===== src/sv/md5sh_pkg.sv =====
`timescale 1ns / 1ps
`default_nettype none
// ----------------------------------------------------------------------------
// md5sh_pkg
// Shared types, constants and round tables for the MD5 stream hash unit.
// ----------------------------------------------------------------------------
package md5sh_pkg;

    localparam logic [31:0] INIT_A = 32'h67452301;
    localparam logic [31:0] INIT_B = 32'hefcdab89;
    localparam logic [31:0] INIT_C = 32'h98badcfe;
    localparam logic [31:0] INIT_D = 32'h10325476;
    localparam logic [7:0]  PAD_BYTE = 8'h80;
    localparam logic        ACT_DATA = 1'b0;
    localparam logic        ACT_FINISH = 1'b1;

    typedef struct packed {
        logic       action;
        logic [7:0] data_byte;
    } md5sh_in_t;

    typedef struct packed {
        logic [31:0] digest_word;
        logic [1:0]  word_index;
        logic        last_word;
    } md5sh_out_t;

    typedef struct packed {
        logic       start;
        logic       busy;
    } md5sh_ctl_t;

    function automatic logic [31:0] k_add(input logic [5:0] s);
        logic [31:0] k;
        case (s)
            6'd0: k = 32'hd76aa478; 6'd1: k = 32'he8c7b756; 6'd2: k = 32'h242070db;
            6'd3: k = 32'hc1bdceee; 6'd4: k = 32'hf57c0faf; 6'd5: k = 32'h4787c62a;
            6'd6: k = 32'ha8304613; 6'd7: k = 32'hfd469501; 6'd8: k = 32'h698098d8;
            6'd9: k = 32'h8b44f7af; 6'd10: k = 32'hffff5bb1; 6'd11: k = 32'h895cd7be;
            6'd12: k = 32'h6b901122; 6'd13: k = 32'hfd987193; 6'd14: k = 32'ha679438e;
            6'd15: k = 32'h49b40821; 6'd16: k = 32'hf61e2562; 6'd17: k = 32'hc040b340;
            6'd18: k = 32'h265e5a51; 6'd19: k = 32'he9b6c7aa; 6'd20: k = 32'hd62f105d;
            6'd21: k = 32'h02441453; 6'd22: k = 32'hd8a1e681; 6'd23: k = 32'he7d3fbc8;
            6'd24: k = 32'h21e1cde6; 6'd25: k = 32'hc33707d6; 6'd26: k = 32'hf4d50d87;
            6'd27: k = 32'h455a14ed; 6'd28: k = 32'ha9e3e905; 6'd29: k = 32'hfcefa3f8;
            6'd30: k = 32'h676f02d9; 6'd31: k = 32'h8d2a4c8a; 6'd32: k = 32'hfffa3942;
            6'd33: k = 32'h8771f681; 6'd34: k = 32'h6d9d6122; 6'd35: k = 32'hfde5380c;
            6'd36: k = 32'ha4beea44; 6'd37: k = 32'h4bdecfa9; 6'd38: k = 32'hf6bb4b60;
            6'd39: k = 32'hbebfbc70; 6'd40: k = 32'h289b7ec6; 6'd41: k = 32'heaa127fa;
            6'd42: k = 32'hd4ef3085; 6'd43: k = 32'h04881d05; 6'd44: k = 32'hd9d4d039;
            6'd45: k = 32'he6db99e5; 6'd46: k = 32'h1fa27cf8; 6'd47: k = 32'hc4ac5665;
            6'd48: k = 32'hf4292244; 6'd49: k = 32'h432aff97; 6'd50: k = 32'hab9423a7;
            6'd51: k = 32'hfc93a039; 6'd52: k = 32'h655b59c3; 6'd53: k = 32'h8f0ccc92;
            6'd54: k = 32'hffeff47d; 6'd55: k = 32'h85845dd1; 6'd56: k = 32'h6fa87e4f;
            6'd57: k = 32'hfe2ce6e0; 6'd58: k = 32'ha3014314; 6'd59: k = 32'h4e0811a1;
            6'd60: k = 32'hf7537e82; 6'd61: k = 32'hbd3af235; 6'd62: k = 32'h2ad7d2bb;
            default: k = 32'heb86d391;
        endcase
        return k;
    endfunction

    function automatic logic [3:0] msg_sel(input logic [5:0] s);
        logic [3:0] i;
        i = s[3:0];
        case (s[5:4])
            2'd0: msg_sel = i;
            2'd1: msg_sel = 4'(5 * i + 1);
            2'd2: msg_sel = 4'(3 * i + 5);
            default: msg_sel = 4'(7 * i);
        endcase
    endfunction

    function automatic logic [4:0] rot_amt(input logic [5:0] s);
        logic [4:0] r;
        case ({s[5:4], s[1:0]})
            4'd0: r = 5'd7;   4'd1: r = 5'd12;  4'd2: r = 5'd17;  4'd3: r = 5'd22;
            4'd4: r = 5'd5;   4'd5: r = 5'd9;   4'd6: r = 5'd14;  4'd7: r = 5'd20;
            4'd8: r = 5'd4;   4'd9: r = 5'd11;  4'd10: r = 5'd16; 4'd11: r = 5'd23;
            4'd12: r = 5'd6;  4'd13: r = 5'd10; 4'd14: r = 5'd15; default: r = 5'd21;
        endcase
        return r;
    endfunction

endpackage
`default_nettype wire


===== src/sv/md5sh_round.sv =====
`timescale 1ns / 1ps
`default_nettype none
// ----------------------------------------------------------------------------
// md5sh_round
// Compression datapath: working registers A to D and one MD5 step per cycle while busy.
// ----------------------------------------------------------------------------
module md5sh_round (
    input  wire logic                 clk,
    input  wire logic                 rst_n,
    input  wire md5sh_pkg::md5sh_ctl_t ctl,
    input  wire logic [5:0]           step,
    input  wire logic [31:0]          msg_word,
    input  wire logic [127:0]         chain,
    output logic      [127:0]         sum
);
    import md5sh_pkg::*;

    logic [31:0] a_reg, b_reg, c_reg, d_reg;
    logic [31:0] f, t, r;

    always_comb
    begin
        case (step[5:4])
            2'd0: f = d_reg ^ (b_reg & (c_reg ^ d_reg));
            2'd1: f = c_reg ^ (d_reg & (b_reg ^ c_reg));
            2'd2: f = b_reg ^ c_reg ^ d_reg;
            default: f = c_reg ^ (b_reg | ~d_reg);
        endcase
        t = a_reg + f + msg_word + k_add(step);
        r = ((t << rot_amt(step)) | (t >> (6'd32 - {1'b0, rot_amt(step)}))) + b_reg;
    end

    always_ff @(posedge clk or negedge rst_n)
    begin
        if (!rst_n)
        begin
            a_reg <= '0; b_reg <= '0; c_reg <= '0; d_reg <= '0;
        end
        else if (ctl.start)
        begin
            {a_reg, b_reg, c_reg, d_reg} <= chain;
        end
        else if (ctl.busy)
        begin
            a_reg <= d_reg; d_reg <= c_reg; c_reg <= b_reg; b_reg <= r;
        end
    end

    assign sum = {chain[127:96] + a_reg, chain[95:64] + b_reg,
                  chain[63:32] + c_reg, chain[31:0] + d_reg};
endmodule
`default_nettype wire


===== src/sv/md5_stream_hash_unit.sv =====
`timescale 1ns / 1ps
`default_nettype none
// ----------------------------------------------------------------------------
// md5_stream_hash_unit
// Byte-serial MD5 engine with a sixteen-word block memory.
// ----------------------------------------------------------------------------
// Each data byte is accepted, then its buffer word is read and the merged
// word is written back. A full block is then compressed: the working
// registers are loaded and the first message word read, 64 rounds run at
// one per cycle with each next message word read in the cycle before its
// round, and the chaining words are folded in. A finish reads and then
// writes the padding word, writes the zero fill and the length one word
// per cycle, runs one or two blocks and then offers the four digest words
// in order, one per cycle unless stalled. The block memory with one read
// and one write port and the shared round unit set this schedule.
module md5_stream_hash_unit (
    input  wire logic                   clk,
    input  wire logic                   rst_n,
    input  wire logic                   in_valid,
    output logic                        in_stall,
    input  wire md5sh_pkg::md5sh_in_t   in_data,
    output logic                        out_valid,
    input  wire logic                   out_stall,
    output md5sh_pkg::md5sh_out_t       out_data
);
    import md5sh_pkg::*;

    typedef enum logic [3:0] {
        ST_IDLE, ST_RD, ST_WR, ST_PAD_RD, ST_PAD_WR, ST_ZERO, ST_LEN,
        ST_PRE, ST_RUN, ST_FOLD, ST_OUT
    } state_t;

    state_t      state_reg;
    logic [31:0] mem [16];
    logic [31:0] rd_reg;
    logic [127:0] chain_reg;
    logic [63:0] count_reg;
    logic [7:0]  byte_reg;
    logic        finish_reg, second_reg;
    logic [3:0]  widx_reg;
    logic [5:0]  step_reg;
    logic [1:0]  oidx_reg;
    logic        mem_we;
    logic [3:0]  mem_wa, mem_ra;
    logic [31:0] mem_wd, merged;
    logic [127:0] sum;
    logic [63:0] bits;
    md5sh_ctl_t  ctl;
    logic [1:0]  bsel;

    assign bits = {count_reg[60:0], 3'b000};
    assign bsel = count_reg[1:0];

    always_comb
    begin
        merged = rd_reg;
        case (bsel)
            2'd0: merged[7:0] = byte_reg;
            2'd1: merged[15:8] = byte_reg;
            2'd2: merged[23:16] = byte_reg;
            default: merged[31:24] = byte_reg;
        endcase
        if (state_reg == ST_PAD_WR)
        begin
            case (bsel)
                2'd0: merged = {24'd0, PAD_BYTE};
                2'd1: merged = {16'd0, PAD_BYTE, rd_reg[7:0]};
                2'd2: merged = {8'd0, PAD_BYTE, rd_reg[15:0]};
                default: merged = {PAD_BYTE, rd_reg[23:0]};
            endcase
        end
    end

    always_comb
    begin
        mem_we = 1'b0;
        mem_wa = widx_reg;
        mem_wd = merged;
        mem_ra = count_reg[5:2];
        case (state_reg)
            ST_WR, ST_PAD_WR: mem_we = 1'b1;
            ST_ZERO:
            begin
                mem_we = 1'b1;
                mem_wd = '0;
            end
            ST_LEN:
            begin
                mem_we = 1'b1;
                mem_wd = widx_reg[0] ? bits[63:32] : bits[31:0];
            end
            ST_PRE, ST_RUN: mem_ra = msg_sel(state_reg == ST_PRE ? 6'd0 : step_reg + 6'd1);
            default: ;
        endcase
    end

    always_ff @(posedge clk)
    begin
        if (mem_we)
            mem[mem_wa] <= mem_wd;
        rd_reg <= mem[mem_ra];
    end

    assign ctl.start = (state_reg == ST_PRE);
    assign ctl.busy  = (state_reg == ST_RUN);

    md5sh_round u_round (
        .clk     (clk),
        .rst_n   (rst_n),
        .ctl     (ctl),
        .step    (step_reg),
        .msg_word(rd_reg),
        .chain   (chain_reg),
        .sum     (sum)
    );

    assign in_stall  = (state_reg != ST_IDLE);
    assign out_valid = (state_reg == ST_OUT);
    always_comb
    begin
        case (oidx_reg)
            2'd0: out_data.digest_word = chain_reg[127:96];
            2'd1: out_data.digest_word = chain_reg[95:64];
            2'd2: out_data.digest_word = chain_reg[63:32];
            default: out_data.digest_word = chain_reg[31:0];
        endcase
        out_data.word_index = oidx_reg;
        out_data.last_word  = (oidx_reg == 2'd3);
    end

    always_ff @(posedge clk or negedge rst_n)
    begin
        if (!rst_n)
        begin
            state_reg  <= ST_IDLE;
            chain_reg  <= {INIT_A, INIT_B, INIT_C, INIT_D};
            count_reg  <= '0;
            finish_reg <= 1'b0;
            second_reg <= 1'b0;
            widx_reg   <= '0;
            step_reg   <= '0;
            oidx_reg   <= '0;
            byte_reg   <= '0;
        end
        else
        begin
            case (state_reg)
                ST_IDLE:
                    if (in_valid)
                    begin
                        byte_reg <= in_data.data_byte;
                        widx_reg <= count_reg[5:2];
                        state_reg <= (in_data.action == ACT_FINISH) ? ST_PAD_RD : ST_RD;
                    end
                ST_RD: state_reg <= ST_WR;
                ST_WR:
                begin
                    count_reg <= count_reg + 64'd1;
                    finish_reg <= 1'b0;
                    state_reg <= (count_reg[5:0] == 6'd63) ? ST_PRE : ST_IDLE;
                end
                ST_PAD_RD: state_reg <= ST_PAD_WR;
                ST_PAD_WR:
                begin
                    finish_reg <= 1'b1;
                    second_reg <= (count_reg[5:0] >= 6'd56);
                    if (widx_reg == 4'd15)
                        state_reg <= (count_reg[5:0] >= 6'd56) ? ST_PRE : ST_LEN;
                    else
                    begin
                        widx_reg <= widx_reg + 4'd1;
                        state_reg <= (widx_reg == 4'd13) && (count_reg[5:0] < 6'd56)
                                     ? ST_LEN : ST_ZERO;
                    end
                end
                ST_ZERO:
                    if (widx_reg == 4'd15)
                        state_reg <= second_reg ? ST_PRE : ST_LEN;
                    else if (widx_reg == 4'd13 && !second_reg)
                    begin
                        widx_reg <= 4'd14;
                        state_reg <= ST_LEN;
                    end
                    else
                        widx_reg <= widx_reg + 4'd1;
                ST_LEN:
                    if (widx_reg == 4'd15)
                        state_reg <= ST_PRE;
                    else
                        widx_reg <= widx_reg + 4'd1;
                ST_PRE:
                begin
                    step_reg <= '0;
                    state_reg <= ST_RUN;
                end
                ST_RUN:
                begin
                    step_reg <= step_reg + 6'd1;
                    if (step_reg == 6'd63)
                        state_reg <= ST_FOLD;
                end
                ST_FOLD:
                begin
                    chain_reg <= sum;
                    if (!finish_reg)
                        state_reg <= ST_IDLE;
                    else if (second_reg)
                    begin
                        second_reg <= 1'b0;
                        widx_reg <= '0;
                        state_reg <= ST_ZERO;
                    end
                    else
                    begin
                        oidx_reg <= '0;
                        state_reg <= ST_OUT;
                    end
                end
                ST_OUT:
                    if (!out_stall)
                    begin
                        oidx_reg <= oidx_reg + 2'd1;
                        if (oidx_reg == 2'd3)
                        begin
                            chain_reg <= {INIT_A, INIT_B, INIT_C, INIT_D};
                            count_reg <= '0;
                            finish_reg <= 1'b0;
                            state_reg <= ST_IDLE;
                        end
                    end
                default: state_reg <= ST_IDLE;
            endcase
        end
    end

`ifndef SYNTHESIS
    a_no_in_when_out: assert property (@(posedge clk) disable iff (!rst_n)
        out_valid |-> in_stall) else $error("input taken during digest output");
    a_out_hold: assert property (@(posedge clk) disable iff (!rst_n)
        (out_valid && out_stall) |=> (out_valid && $stable(out_data)))
        else $error("digest word changed while stalled");
    a_run_len: assert property (@(posedge clk) disable iff (!rst_n)
        (state_reg == ST_PRE) |=> (state_reg == ST_RUN && step_reg == 6'd0))
        else $error("compression did not start at step zero");
`endif
endmodule
`default_nettype wire


===== config.mk =====
export PLATFORM = sky130hd
export DESIGN_NAME = md5_stream_hash_unit
export DESIGN_NICKNAME = d
export VERILOG_FILES = /design/src/sv/md5sh_pkg.sv /design/src/sv/md5sh_round.sv /design/src/sv/md5_stream_hash_unit.sv
export SDC_FILE = /design/constraint.sdc
export NUM_CORES = 2
export LEC_CHECK = 0
export BUFFER_PORTS_ARGS = -buffer_cell sky130_fd_sc_hd__buf_4
export CAP_MARGIN = 10
export CORE_MARGIN = 4
export CORE_UTILIZATION = 52
export CTS_CLUSTER_SIZE = 16
export DETAILED_ROUTE_END_ITERATION = 10
export PLACE_DENSITY_LB_ADDON = 0.08
export SKIP_CTS_REPAIR_TIMING = 1
export SLEW_MARGIN = 20
export SYNTH_ARGS = -nofsm -noshare
export SYNTH_HDL_FRONTEND = slang
export SYNTH_SLANG_ARGS = --single-unit
export TNS_END_PERCENT = 10

===== constraint.sdc =====
create_clock -name clk -period 13.4 [get_ports clk]
set_clock_uncertainty 0.2 [all_clocks]
set_input_delay 4.02 -clock clk [delete_from_list [all_inputs] [get_ports clk]]
set_output_delay 4.02 -clock clk [all_outputs]
set_load 0.02 [all_outputs]

# == Yosys cells after proc, flatten, opt, wreduce, memory -nomap -nowiden ==
# Memories as Yosys holds them, arrays and structs flattened. A register that Yosys moved wholly into a read port is not among the register bits.
# Cells that the tools add are included.
# totals
regBits,346
latch_bits,0
ramBits,512
rom_bits,2208
in_bits,13
elab_cells,174
n_memories,4
# op_classes
n_addsub,15
n_mul,3
n_div,0
magnitude_cmp,2
n_eq_ne,34
shifts,2
mux,63
n_bitwise,11
n_reduce_logical,27
# memory_table
name,depth,word_bits,read_ports,rd_clocked_by_memory_dff,write_ports,line_no,rtl
(name not given),64,32,1,0,0,md5sh_pkg.sv:35,case (s)
mem,16,32,1,1,1,md5_stream_hash_unit.sv:34,logic [31:0] mem [16];
(name not given),16,5,1,0,0,md5sh_pkg.sv:75,"case ({s[5:4], s[1:0]})"
(name not given),16,5,1,0,0,md5sh_pkg.sv:75,
# op_table
cell,count
$mux W32,10
$pmux W32 S3,3
$add A32 B32 Y32,8
$mux W128,2
$pmux W128 S2,1
$xor A32 B32 Y32,6
$mux W64,2
$pmux W64 S2,1
$add A64 B1 Y64 const B,1
$and A32 B32 Y32,2
$mux W4,16
$or A32 B32 Y32,2
$pmux W32 S2,1
$pmux W4 S11,1
$mux W8,4
$not A32 Y32,1
$shl A32 B5 Y32,1
$shr A32 B6 Y32,1
$eq A4 B4 Y1 const B,5
$eq A4 B3 Y1 const B,4
$ne A2 B2 Y1 const B,8
$pmux W4 S4,1
$eq A6 B6 Y1 const B,2
$mux W2,6
other kinds (37),68

# == Depth between registers and ports, before layout ==
# depth
depth_word,12
mapped_depth,43
ltp_nobuf,41

# == Hierarchy ==
# Synthesis repeated with hierarchy kept, for this count alone.
# hier_totals
hier_cells,5568
hier_area_um2,56477.9
# by_module_without_submodules
mod,instances,cells_per_inst,area_per_inst_um2,seq_area_each_um2
md5_stream_hash_unit,1,2195,31889.3,21475.6
md5sh_round,1,3373,24588.6,3203.1

# == Worst setup path before layout ==
# Ideal clock, no wire load.
# synth_path
kind,register to register
from,reg step_reg[0]
to,reg u_round.b_reg[30]
setup_time_ns,0.133
t_arrival_ns,9.079
required_time_ns,13.067
slack_ns,3.988
stages_incl_launch_ff,44
path_buffers,2
path_cell_list,dfrtp_1 clkbuf_1 clkinv_1 ha_1 clkbuf_1 nor2_1 o21ai_0 o311ai_0 o21ai_0 nand2_1 o21ai_0 fa_1 inv_1 fa_1 inv_1 ha_1 inv_1 fa_1 [... 8 more ...] a21o_1 mux2i_1 or3_1 o211ai_1 ha_1 fa_1 a21o_1 a21oi_1 o21ai_0 a21oi_1 o21ai_0 a21bo_2 o2111ai_1 o21ai_0 a211oi_1 a21oi_1 xnor2_1 o21ai_0
# synth_via
elab_chain_cells,7
# synth_rtl
item,line_no,rtl
from (decl),md5_stream_hash_unit.sv:41,logic [5:0] step_reg;
from (signal assigned),md5_stream_hash_unit.sv:198,step_reg <= step_reg + 6'd1;
$mem_v2 Z64 W32 / $mem_v2 Z16 W5 (equally long branches),--,
$add A32 B32 Y32 / $sub A6 B5 Y6 (equally long branches),"md5sh_round.sv:29, md5sh_round.sv:30",
$shr A32 B6 Y32 / $shl A32 B5 Y32 (equally long branches),md5sh_round.sv:30,"r = ((t << rot_amt(step)) | (t >> (6'd32 - {1'b0, rot_amt(step)}))) + b_reg;"
$or A32 B32 Y32 *,md5sh_round.sv:30,
$add A32 B32 Y32 *,md5sh_round.sv:30,
$mux W32 *,md5sh_round.sv:43,else if (ctl.busy)
$mux W32 *,md5sh_round.sv:39,else if (ctl.start)
to (signal assigned),md5sh_round.sv:41,"{a_reg, b_reg, c_reg, d_reg} <= chain;"
to (signal assigned),md5sh_round.sv:45,a_reg <= d_reg; d_reg <= c_reg; c_reg <= b_reg; b_reg <= r;
to (decl),md5sh_round.sv:18,"logic [31:0] a_reg, b_reg, c_reg, d_reg;"
# Every way passes the cells marked *; elsewhere a longest branch is shown, timed or not. The select of a mux whose other input is x is not followed.
# A chain may end at the register's enable or synchronous reset.

# == Worst setup path after layout ==
# Same ends and word-level chain as after synthesis.

==> results summary <==
In this run, synthesis inferred 512 flip-flops with an integrated enable. Measured in cells, the most critical reg-to-reg path has a length of 41. The actual slew at the worst max-slew pin came out at 1.196 ns. The post-detailed-placement cell area came out at 57920 µm². The highest cell delay on the worst timing path came out at 0.69 ns. After synthesis, flip-flops and latches occupy 44.05% of the total area. The count of buffers added on input and output ports is 49. The post-synthesis to final-layout area growth is 9.772%. The post-synthesis cell type count came out at 101. Setup violations remaining at the end of the flow were counted as 0. The cell depth of the worst hold path is 2. The library cell appearing most often on the critical path is o21ai_0.

In this run the static leakage power is 23.16 nW. The type of destination of the critical path is a flop. Among all flip-flop cells after synthesis, the most frequent one is edfxtp_1. The maximum VDD drop came out at 0.1267 mV. The total of flip-flops plus latches after synthesis came out at 887. The maximum buffer depth of the clock tree came out at 3. The TritonCTS clock tree is yes. The total design power is 5.822 mW. The placeable core region is 107100 µm².

The setup total negative slack is 0 ns. The worst register-to-register path ends at u_round.b_reg[30]. The clock period minus worst slack is 11.60 ns. The source-to-sink clock delay at the later pin of the worst-skew pair is 0.72 ns.

The routed length per placed instance came out at 26.69 µm. Cells with a size suffix above 1 make up 8.945% of the layout. Fill cells in the final layout number 9307. Of the total power, the share spent switching nets is 20.63%. The number of max-slew violations in the final report came out at 0. Setup repair after global routing left no endpoint under its margin.

The estimated wirelength of the detail-placed design came out at 130.4 mm. The fraction of registers with async set or reset after synthesis is 38.67%. The total number of clock tree sinks came out at 887. The number of nets at the end of the flow is 6085.

The detail route stage leaves a number of antenna-violating nets equal to 0. In the post-route analysis, the smallest setup slack over all paths is 1.803 ns. Per report_power, the sequential group accounts for 49.2% of the total.

Entering global routing, the biggest net connects 171 pins. The boundary pin count came out at 50. The cell area that synthesis handed to floorplanning was 56030 µm². The number of iterations in the first detailed-routing pass is 7. The slack of the worst reg-to-reg path came out at 1.80 ns. The DRC marker count from the first detailed-route iteration came out at 4455.

The cell-internal power came out at 4.621 mW. The class of the most critical hold timing path is reg2reg. The post-route cell area came out at 61500 µm². The analysis attributes to net switching a power of 1.201 mW. The relative slew slack is 20.26%. By startpoint and endpoint, the worst setup path is classified as reg2reg.

Power spread over the standard cell area amounts to 94.67 nW/µm². The global placement routability congestion is 0.9497. The first global-routing pass estimated 289.6 mm of wire. The floorplan die area is 113100 µm². STA classifies the critical path startpoint as a flop.

The period utilization is 86.54%. The power share of the clock group came out at 50.3%. The worst hold path begins at u_round.a_reg[23]. The maximum clock frequency is 86.23 MHz. The slowest stage of the critical path is the ha_1 cell.

The remaining routing DRC violations came out at 0. The global-route congestion overflow total is 0. The die width came out at 336.2 µm.

In this run the critical register-to-register path is launched from step_reg[0]. The minimum setup slack after placement came out at 1.972 ns. The arrival time at the worst endpoint is 11.93 ns. The total global-route track usage came out at 33.78%. Synthesis produced 5886 cells. The vias per cell came out at 6.465. The initialized floorplan defines 120 standard-cell rows.

The Yosys step of the flow raised 0 warnings. The post-synthesis average cell area came out at 9.519 µm². The root buffer cell chosen for the clock tree is clkbuf_16.

The number of buffers inserted during clock tree synthesis is 97. The clock transition at the registers of the reported paths came out at 0.06 ns. Synthesis produced a netlist with a net count of 6198. The routed via count is 46960. The via count of the first global-routing pass came out at 44760. The vertical extent of the die came out at 336.2 µm. The run finished with clean final reports. The detailed-route wire length is 193.8 mm. The critical path data required time came out at 13.73 ns. The combinational share of power is 0.5%. Max-cap violations in this run came to 0. The number of antenna violations at the first check in global routing is 2. For this configuration, the core starts out at a cell density of 52.34%. The final count of hold timing violations came to 0. The biggest fanout along the worst timing path is 25. The register with the most flip-flops in the layout has 512 of them. The terminating pin of the worst hold path is u_round.a_reg[23].

The H-tree depth came out at 3.
critical path: cells and delay by family (launching register included):
kind	cells	cell delay (ns)
buffers and inverters	6	1.16
and+or+nand+nor	8	2.00
AOI/OAI and AO/OA	17	3.94
DFF	1	0.33
adders and majority gates	7	2.90
muxes	2	0.75
xor gates and xnor gates	1	0.13
worst max-delay path by stage:
stage	startpoint	cells past startpoint	end
5_1_grt	step_reg[0]	41	u_round.b_reg[30]
2_1_floorplan	step_reg[0]	43	u_round.b_reg[30]
3_5_place_dp	step_reg[0]	41	u_round.b_reg[30]
3_3_place_gp	step_reg[0]	41	u_round.b_reg[30]
6_report	step_reg[0]	41	u_round.b_reg[30]
4_1_cts	step_reg[0]	41	u_round.b_reg[30]
cells in the final DEF (no fill, tap or decap), types with 39 or more instances in the layout:
cell type,netlist,routed
a211oi_1,210,209
a21o_1,73,72
a21oi_1,442,440
a221o_1,39,39
a22oi_1,119,119
a311oi_1,79,79
a31oi_1,134,131
and3_1,174,174
buf_4,0,154
clkbuf_16,0,97
dfrtp_1,279,274
dfstp_2,64,64
edfxtp_1,512,512
fa_1,69,69
ha_1,230,228
inv_1,262,262
mux2i_1,137,136
nand2_1,741,738
nand2b_1,40,40
nand3_1,91,90
nor2_1,430,414
nor2b_1,60,59
nor3_1,89,84
o21ai_0,329,326
o22ai_1,58,49
or3_1,40,40
xnor2_1,157,154
xor2_1,122,121
power groups by stage:
stage / registers (mW) / logic, mW / clock network (mW)
6_report: 2.87 / 0.0263 / 2.93
4_1_cts: 2.87 / 0.0280 / 2.97
3_5_place_dp: 2.92 / 0.0279 / 0
2_1_floorplan: 2.92 / 0.000601 / 0
3_3_place_gp: 2.92 / 0.0278 / 0
5_1_grt: 2.86 / 0.0306 / 3.09
cells by family after synthesis:
kind of cell,after synthesis,share of synthesized area (%)
AO/OA/AOI/OAI,1824,21.57
AND/OR/NAND/NOR,1777,14.39
flip-flops,887,44.05
buffers and inverters,636,4.330
adder cells (fa/ha/maj),300,7.620
XOR/XNOR,280,4.390
multiplexers,182,3.653
layer usage:
layer  vias to the layer above  routed length [µm]  track usage [%]
met5                         -                   0                0
met4                         0               10200            15.71
met3                       425               14190            5.665
met2                      1886               90720            55.29
met1                     23090               78740            44.04
li1                      21550                   -                -
layout make-up:
type / count / area [µm²] / area share, %
Multi-Input combinational cell: 4363 / 29300 / 47.64
Sequential cell: 887 / 24690 / 40.15
Clock buffer: 126 / 2646 / 4.303
Tap cell: 1403 / 1755 / 2.854
Timing Repair Buffer: 159 / 1236 / 2.010
Inverter: 265 / 994.7 / 1.617
Clock inverter: 58 / 874.6 / 1.422
Antenna cell: 2 / 5.005 / 0.008138
synth_stat cells (39+ instances only):
master | instances | area (µm²)
ha_1 | 230 | 2878
xor2_1 | 122 | 1069
o21ai_0 | 329 | 1647
a21o_1 | 73 | 548.0
nor2_1 | 430 | 1614
dfstp_2 | 64 | 1682
clkbuf_1 | 304 | 1141
a21oi_1 | 442 | 2212
o22ai_1 | 58 | 362.9
fa_1 | 69 | 1381
edfxtp_1 | 512 | 15370
or3_1 | 40 | 250.2
a31oi_1 | 134 | 838.3
a221o_1 | 39 | 390.4
nand2_1 | 741 | 2781
nor2b_1 | 60 | 375.4
nand3_1 | 91 | 455.4
inv_1 | 262 | 983.4
mux2i_1 | 137 | 1371
dfrtp_1 | 279 | 6982
xnor2_1 | 157 | 1375
a211oi_1 | 210 | 1577
nor3_1 | 89 | 445.4
a22oi_1 | 119 | 893.4
a311oi_1 | 79 | 691.9
nand2b_1 | 40 | 250.2
and3_1 | 174 | 1089
per-stage QoR:
stage / hold slack, ns / util, % / cells
3_5_place_dp: 0.3008 / 54.11 / 7076
5_1_grt: 0.3388 / 57.45 / 7261
2_1_floorplan: 0.2721 / - / 5886
3_3_place_gp: 0.2898 / 54.07 / 7074
6_report: 0.3223 / 57.45 / 7263
4_1_cts: 0.3164 / 57.39 / 7260
Note: power is estimated with default switching activity, not from simulation.
